File: config.mk
export PLATFORM = sky130hd
export DESIGN_NAME = mbet_ctrl
export DESIGN_NICKNAME = d
export VERILOG_FILES = /design/src/rtl/core/mbet_pkg.sv /design/src/rtl/core/mbet_ctrl.sv
export SDC_FILE = /design/constraint.sdc
export NUM_CORES = 1
export LEC_CHECK = 0
export ABC_AREA = 1
export BUFFER_PORTS_ARGS = -buffer_cell sky130_fd_sc_hd__buf_4
export CORE_AREA = 2 2 39 41
export DETAILED_ROUTE_END_ITERATION = 10
export DIE_AREA = 0 0 41 43
export PLACE_DENSITY_LB_ADDON = 0.25
export RECOVER_POWER = 25
export SYNTH_ARGS = -nofsm -noshare
export SYNTH_HDL_FRONTEND = slang
export SYNTH_SLANG_ARGS = --single-unit
File: constraint.sdc
create_clock -name i_clk -period 1.5 [get_ports i_clk]
set_input_delay 0.3 -clock i_clk [delete_from_list [all_inputs] [get_ports i_clk]]
set_output_delay 0.3 -clock i_clk [all_outputs]
set_load 0.05 [all_outputs]
File: src/rtl/core/mbet_pkg.sv
// Package for the Mandelbrot escape-time core.
// Holds fixed-point constants, register indexes, FSM states and control structs.
// No dependencies.
package mbet_pkg;

    localparam int TILE_PIXELS = 256;
    localparam int TILE_LOG2   = $clog2(TILE_PIXELS);
    localparam int FRAC_BITS   = 28;
    localparam int Q_W         = 32;
    localparam int SPAN_W      = 31;
    localparam int ITER_W      = 16;
    localparam int COORD_W     = 8;
    localparam int CFG_IDX_W   = 3;
    localparam int SUM_W       = 38;
    localparam int PROD_W      = COORD_W + SPAN_W;

    localparam logic signed [SUM_W-1:0] ESCAPE_LIMIT = SUM_W'(64'sd4 <<< FRAC_BITS);
    localparam logic signed [SUM_W-1:0] Q_MAX = SUM_W'(64'sd2147483647);
    localparam logic signed [SUM_W-1:0] Q_MIN = SUM_W'(-64'sd2147483648);

    localparam logic signed [Q_W-1:0]  RST_LEFT  = -32'sd536870912;
    localparam logic signed [Q_W-1:0]  RST_TOP   = 32'sd536870912;
    localparam logic [SPAN_W-1:0]      RST_SPAN  = 31'd1073741824;
    localparam logic [ITER_W-1:0]      RST_MAX   = 16'd255;

    typedef enum logic [CFG_IDX_W-1:0] {
        CFG_LEFT   = 3'd0,
        CFG_TOP    = 3'd1,
        CFG_SPAN_X = 3'd2,
        CFG_SPAN_Y = 3'd3,
        CFG_MAX_IT = 3'd4
    } t_cfg_idx;

    typedef enum logic [1:0] {
        ST_IDLE,
        ST_SETUP,
        ST_ITER
    } t_state;

    typedef struct packed {
        logic load_in;
        logic setup;
        logic step;
        logic emit;
    } t_cmd;

    typedef struct packed {
        logic stop;
    } t_status;

    function automatic logic signed [Q_W-1:0] sat_q(input logic signed [SUM_W-1:0] v);
        logic signed [Q_W-1:0] r;
        if (v > Q_MAX) begin
            r = Q_MAX[Q_W-1:0];
        end else if (v < Q_MIN) begin
            r = Q_MIN[Q_W-1:0];
        end else begin
            r = v[Q_W-1:0];
        end
        return r;
    endfunction

endpackage

File: src/rtl/core/mbet_ctrl.sv
// Controller FSM: sequences setup, iteration and result transfer.
// Depends on mbet_pkg.
module mbet_ctrl (
    input  logic              i_clk,
    input  logic              i_rst_n,
    input  logic              i_in_valid,
    output logic              o_in_ready,
    output logic              o_out_valid,
    input  logic              i_out_ready,
    input  mbet_pkg::t_status i_status,
    output mbet_pkg::t_cmd    o_cmd
);

    mbet_pkg::t_state r_state, n_state;
    logic             r_out_valid, n_out_valid;
    logic             slot_free;

    assign slot_free = !r_out_valid || i_out_ready;

    always_comb begin
        n_state = r_state;
        case (r_state)
            mbet_pkg::ST_IDLE: begin
                if (i_in_valid) n_state = mbet_pkg::ST_SETUP;
            end
            mbet_pkg::ST_SETUP: begin
                n_state = mbet_pkg::ST_ITER;
            end
            mbet_pkg::ST_ITER: begin
                if (i_status.stop && slot_free) n_state = mbet_pkg::ST_IDLE;
            end
            default: begin
                n_state = mbet_pkg::ST_IDLE;
            end
        endcase
    end

    always_comb begin
        o_in_ready    = 1'b0;
        o_cmd         = '0;
        case (r_state)
            mbet_pkg::ST_IDLE: begin
                o_in_ready    = 1'b1;
                o_cmd.load_in = i_in_valid;
            end
            mbet_pkg::ST_SETUP: begin
                o_cmd.setup = 1'b1;
            end
            mbet_pkg::ST_ITER: begin
                o_cmd.step = !i_status.stop;
                o_cmd.emit = i_status.stop && slot_free;
            end
            default: begin
                o_cmd = '0;
            end
        endcase
    end

    always_comb begin
        n_out_valid = r_out_valid;
        if (o_cmd.emit) begin
            n_out_valid = 1'b1;
        end else if (i_out_ready) begin
            n_out_valid = 1'b0;
        end
    end

    always_ff @(posedge i_clk) begin
        if (!i_rst_n) begin
            r_state     <= mbet_pkg::ST_IDLE;
            r_out_valid <= 1'b0;
        end else begin
            r_state     <= n_state;
            r_out_valid <= n_out_valid;
        end
    end

    assign o_out_valid = r_out_valid;

endmodule

Yosys cells after proc, flatten, opt, wreduce, memory -nomap -nowiden
Index checks and enable logic that the tools add are counted.
{"block": "classes", "n_eq_ne": 4, "mux": 9, "n_reduce_logical": 7}
{"op": "$mux 2", "count": 3}
{"op": "$pmux 2 s3", "count": 1}
{"op": "$mux 1", "count": 5}
{"op": "$ne 2x2->1 const B", "count": 2}
{"op": "$eq 2x1->1 const B", "count": 1}
{"op": "$eq 2x2->1 const B", "count": 1}
{"op": "$logic_not 1->1", "count": 2}
{"op": "$logic_not 2->1", "count": 1}
{"op": "$reduce_and 2->1", "count": 1}
{"op": "$reduce_bool 2->1", "count": 1}
{"op": "$logic_and 1x1->1", "count": 1}
{"op": "$logic_or 1x1->1", "count": 1}
{"block": "word_totals", "ff_bits": 3, "output_inout_bits": 6}

Depth between registers and ports, before layout
Gate-level depths: netlist (run 1).
{"block": "logic_depth", "ltp_word": 5, "ltp_mapped": 5, "depth_no_buf": 5}

Worst setup path after synthesis (run 1)
Ideal clock, no wire load.
{"block": "synth_path", "kind": "register to output", "start": "reg r_state[1]", "end": "out o_cmd[1] in the netlist's numbering", "arrival_time_ps": 1458, "slack_ps": -258, "path_stages_with_launch": 3, "path_cell_list": "dfxtp_1 inv_2 nor3_1"}
{"item": "from (decl)", "line_no": "mbet_ctrl.sv:14", "source": "mbet_pkg::t_state r_state, n_state;"}
{"item": "from (signal assigned)", "line_no": "mbet_ctrl.sv:70", "source": "r_state <= mbet_pkg::ST_IDLE;"}
{"item": "from (signal assigned)", "line_no": "mbet_ctrl.sv:73", "source": "r_state <= n_state;"}
{"item": "to (decl)", "line_no": "mbet_ctrl.sv:11", "source": "output mbet_pkg::t_cmd o_cmd"}

==> impl_results.md, run 1 <==
- Overflow after GRT: 0
- Distinct cell type count after synthesis: 12
- Setup Fix Bufs, Post-CTS: 0
- Most frequent cells after synthesis: 5 x inv_1, 4 x nand2_1, 3 x dfxtp_1
- Fin crit share: 92.5%
- # diodes: 0
- Synth Warn #: 0
- Leak: 0.149 nW
- Clock transition at path regs: roughly 0.04 ns
- EDFF count, synth: 0
- Final hold slack: 0.337 ns
- # rows: 14
- First-pass GRT wire length: 579 um
- Core Region: 0.00138 sq mm
- Largest net degree at the start of global routing: 7
- Post-synthesis sequential area ratio: about two fifths
- Clock root cell: clkbuf_4
- TNS Setup: 0 ns
- TritonCTS clock tree: built
- Final antenna-violating net count: 0
- # DRC: 0
- Die H: 43 um
- Fin nets: 41
- IO buf count: 10
- Final setup vio count: 0
- Via density: around 3.5
- RSZ-0062 raised after global routing: false
- Initial Utilization: 11.2%
- CTS buffer count: 3
- Vias in the first global route: 172
- Async SR Flop Fraction: 0%
- Max Clk Rate: 721 MHz
- Syn nets: 27
- Kind of critical path: reg -> out
- VDD IR max: between 200 and 250 uV
- Ratio of cells with drive above 1 in the final layout: between 50% and 60%
- Post-synth top area share: 38.7%
- Final min period: 1.39 ns
- Die footprint: approximately 0.0018 sq mm
- CTS H-Tree Depth: 1
- Vias: between 150 and 200
- Routed wire length: 356 um
- Sink Count: 3
- Crit path arrival time: around 1.1 ns
- Status: finished clean
- WP data required: 1.20 ns
- Detail Placement HPWL: between 200 and 300 um
- Hold Path Class: in -> reg
- Die width: about 41 um
- Max-cap violations: 0
- Layout Utilization: 20.3%
- Critical Path Source Type: flip-flop
- Crit. End Element: primary output
- Max-slew violations: 0
- Clock skew: 0.00242 ns
- Top FF cell, synth: dfxtp_1
- Post-route cell area: 280 sq um
- Pwr Density: 1080 mW/mm^2
- Final Hold Fails: 0
- Cell Area, Placed: between 200 and 300 sq um
- Worst rel slew slack: 84.6%
- Gp weighted congestion: 0.584
- IO Pins: 11
- Drt pass-1 iters: 1
- Total track usage: 5.91%
- Reg2Reg Setup Slack: 0.71 ns
- Critical path fanouts, max: 6
- DR iter-0 viols: 0
- Fillcell total: between 150 and 200
- Post-Syn Area: 155 sq um
- Seq cells post-synth: 3
- Wire per inst: roughly 7 um
- Post-Syn Instances: 22
- Layout area overhead: 80.6%
- Top-count cell post-synth: inv_1
- Longest Clk Path Bufs: 2
- Skew-Pair Late Insertion Delay: roughly 0.23 ns
- Post-synth top area cell: dfxtp_1
- Slew at the pin closest to its max-slew limit: 0.231 ns
- Synth area leaders: dfxtp_1 39%, inv_1 12%, nand2_1 9.7%
- Syn Area/Cell: 7.05 sq um
- Antenna violations before repair: 0
==> worst paths after layout <==
kind,start,end,depth (start not counted)
setup / recovery,r_state[0],o_cmd[0],4
hold / removal,i_rst_n,o_out_valid,3
setup reg to reg,r_state[0],o_out_valid,3
hold reg to reg,r_state[1],r_state[0],1
==> layout by cell type (no fill, tap or decap) <==
| master | instances |
|---|---|
| nand2_1 | 4 |
| clkbuf_4 | 3 |
| buf_4 | 10 |
| clkbuf_1 | 1 |
| nor3_2 | 2 |
| a21oi_2 | 1 |
| dfxtp_2 | 1 |
| dfxtp_1 | 2 |
| inv_2 | 1 |
| nand3_2 | 1 |
| nor2_1 | 1 |
| a21oi_1 | 1 |
| nor2_2 | 1 |
| nor4_1 | 1 |
| inv_1 | 5 |
==> critical path, stage by stage, from the launching register on <==
cell	delay [ns]
dfxtp_1	0.36
nor2_2	0.16
nand3_2	0.09
inv_1	0.06
buf_4	0.18
==> where the power goes <==
part           switching (mW)  leakage, nW  internal (mW)
Clock                  0.0394       0.0150         0.0995
Sequential            0.00532       0.0250         0.0846
Combinational          0.0486        0.109         0.0249
Total                  0.0933        0.149          0.209
==> through the flow <==
| stage | setup WS (ns) | cells | power [mW] |
|---|---|---|---|
| after global routing | 0.0237 | 51 | 0.328 |
| after global placement | 0.307 | 47 | 0.165 |
| final | 0.112 | 51 | 0.302 |
| after detailed placement | 0.303 | 47 | 0.165 |
| after CTS | 0.0506 | 51 | 0.312 |
| after floorplan | 0.0729 | 22 | 0.140 |
==> cell families after synthesis <==
logic type / Yosys count / synth area share (%)
AND/OR/NAND/NOR: 10 / 33.1
buffers and inverters: 7 / 19.4
flip-flops: 3 / 38.7
AO/OA/AOI/OAI: 2 / 8.87
==> registers in the layout (all words and copies together), names as in the netlist <==
name / count
r_state: 2
o_out_valid: 1
==> layer usage <==
| metal | wire [um] | global-route usage, % | vias up |
|---|---|---|---|
| met5 | 0 | 0 | - |
| met4 | 0 | 8.00 | 0 |
| met3 | 36 | 6.28 | 0 |
| met1 | 131 | 4.47 | 80 |
| met2 | 188 | 6.56 | 5 |
| li1 | - | - | 92 |
==> cell type report <==
class	instances	area, sq um	area share (%)
well taps	16	20.0	7.14
flip-flops and latches	3	61.3	21.9
inverters	6	22.5	8.04
repair buffers	10	75.1	26.8
multi-input cells	12	75.1	26.8
clock buffers	4	26.3	9.37
==> what timing repair did <==
item	4_1_cts	5_1_grt
gates resized for setup	0	1
setup endpoints to repair	0	1
hold buffers	0	0
Power figures use the tool's default switching activity.
==> inputs of run 2 (changes only) <==
Settings changed: ABC_AREA 1 to default.
==> impl_results.md, run 2 <==
- Critical path fanouts, max: 6
- Fillcell total: 153
- Seq cells post-synth: 3
- P_sw: 0.0878 mW
- Core Region: between 0.001 and 0.0015 sq mm
- Crit-path max cell delay: 0.41 ns
- CTS H-Tree Depth: 1
- Cell Area, Placed: 243 sq um
- Pwr Density: 1090 mW/mm^2
- Layout area overhead: 76.6%
- Hold Buf Count CTS: 0
- Syn nets: 22
- RSZ-0062 raised after global routing: false
- IO Pins: 11
- Hold depth: 2
- Distinct cell type count after synthesis: 12
- Reg2Reg Setup Slack: 0.65 ns
- TritonCTS clock tree: built
- Overflow after GRT: 0
- Slowest cell on crit path: dfxtp_1
- Sequential share of power: a little under a third
- First-pass GRT wire length: 607 um
- Post-synth top area cell: dfxtp_1
- Longest Clk Path Bufs: 2
- R2r startpoint: r_state[1]
- Clock transition at path regs: ~0.040 ns
- Most frequent cells in the layout: 9 x buf_4, 3 x clkbuf_4
- Post-route cell area: 274 sq um
- Max-cap violations: 0
- Worst R2R Path Depth: 2
- Wire per inst: ~7.7 um
- Final Hold Fails: 0
- Fin nets: 36
- Via density: 3.22
- Largest net degree at the start of global routing: 7
- Drt pass-1 iters: 2
- Clock root cell: clkbuf_4
- Worst hold endpoint: r_state[0]
- Initial Utilization: 11.2%
- Max Clk Rate: ~720 MHz
- Max-slew violations: 0
- Post-Syn Area: 155 sq um
- Pint: 0.211 mW
- Clock skew: 0.000930 ns
- Vias in the first global route: 162
- Ordered cell list for the critical path: nand3b_1, nor2b_1, buf_6
- EDFF count, synth: 0
- Total power: 0.299 mW
- Crit path arrival time: 1.09 ns
- Final min period: 1.39 ns
- Async SR Flop Fraction: 0%
- # DRC: 0
- Most frequent cells after synthesis: 3 x dfxtp_1, 2 x inv_1, 2 x nand2b_1, 2 x nor3b_1
- Fin crit share: 92.8%
- Max reg flops: 2
- CTS buffer count: 3
- Clock share of power: 46.1%
- Die H: 43 um
- Final antenna-violating net count: 0
- Final WS setup: approximately 0.11 ns
- Skew-Pair Late Insertion Delay: 0.23 ns
- Reg with most FFs: r_state
- Synth area leaders: dfxtp_1 39%, a311oi_2 9.7%, nor3b_1 9.7%
- DR iter-0 viols: 3
- Sink Count: 3
- Hold Crit Start: i_rst_n
- Detail Placement HPWL: 291 um
- Kind of critical path: reg -> out
- Gp weighted congestion: 0.593
- Post-synth top area share: 38.7%
- Antenna violations before repair: 0
- Worst rel slew slack: 84.6%
- Final setup vio count: 0
- Dpl ws: 0.302 ns
- Ratio of cells with drive above 1 in the final layout: 50.0%
- VDD IR max: 435 uV
- Commonest non-fill, non-tap cell in the layout: buf_4
- Die footprint: 0.00176 sq mm
- Status: finished clean
- Total track usage: 5.92%
- Die width: 41 um
- Slew at the pin closest to its max-slew limit: 0.230 ns
- Share of total power in combinational logic: a little under a quarter
- Sw Ratio: 29.4%
- Syn Area/Cell: 9.13 sq um
- Reg2reg end: r_state[1]
- Top-count cell post-synth: dfxtp_1
- Synth Warn #: 0
- WP data required: 1.20 ns
- Leak: 0.121 nW
- Routed wire length: 354 um
- # diodes: 0
- Hold Path Class: in -> reg
- Vias: 148
- # rows: 14
- Post-synthesis sequential area ratio: roughly two fifths
- Post-Syn Instances: 17
- IO buf count: 10
- Crit. End Element: primary output
- Top FF cell, synth: dfxtp_1
- Critical Path Source Type: flip-flop
[run 2: cell types whose count changed after synthesis, moves of 2 or more]
cell / before / now
inv_1: 5 / 2
nand2b_1: 0 / 2
nor3_1: 2 / 0
nor3b_1: 0 / 2
nand2_1: 4 / 0
[run 2: final cells by class]
| type | count | area [sq um] | share of cell area (%) |
|---|---|---|---|
| clock buffers | 4 | 26.3 | 9.59 |
| flip-flops and latches | 3 | 61.3 | 22.4 |
| repair buffers | 10 | 78.8 | 28.8 |
| well taps | 16 | 20.0 | 7.31 |
| multi-input cells | 11 | 80.1 | 29.2 |
| inverters | 2 | 7.51 | 2.74 |
[run 2: what timing repair did]
action	4_1_cts	5_1_grt
buffers inserted	0	0
setup endpoints to repair	0	1
resized for setup	0	3
[run 2: stage by stage]
step	util (%)	std cells	hold WS (ns)	TNS, ns
floorplan	-	17	0.410	-1.06
global placement	17.5	42	0.516	0
detailed placement	17.5	42	0.519	0
CTS	19.4	46	0.275	0
global route	19.8	46	0.280	0
finish	19.8	46	0.284	0
[run 2: critical path, delay by kind of cell, from the launching register on]
family | cells | cell delay [ns]
flip-flops | 1 | 0.41
AND/OR/NAND/NOR | 2 | 0.28
buffers and inverters | 1 | 0.18
[run 2: cell families after synthesis]
group,synth area share [%]
simple gates,33.1
compound gates,12.9
xor+xnor,5.65
buf+inv,9.68
flops,38.7
[run 2: layer usage]
layer  vias up  part of all wire (%)  track usage, %
met5         -                     0               0
met4         0                     0            6.00
met3         0                    17            6.28
met2        10                    36            5.63
met1        56                    47            6.41
li1         82                     -               -
[run 2: worst max path at each step]
stage                      from  endpoint  slack, ns  cells past startpoint
detailed placement  i_out_ready  o_cmd[0]       0.30                      4
global placement    i_out_ready  o_cmd[0]       0.29                      4
finish               r_state[1]  o_cmd[0]       0.11                      3
CTS                  r_state[0]  o_cmd[0]       0.06                      3
floorplan            r_state[1]  o_cmd[1]      -0.36                      1
global route         r_state[1]  o_cmd[3]       0.02                      2
[run 2: power by group through the flow]
stage	Sequential, mW	Combinational [mW]	Clock (mW)
after floorplan	0.0911	0.0462	0
after global placement	0.0901	0.0709	0
after detailed placement	0.0904	0.0714	0
after CTS	0.0892	0.0716	0.147
after global routing	0.0902	0.0757	0.157
final	0.0895	0.0714	0.138
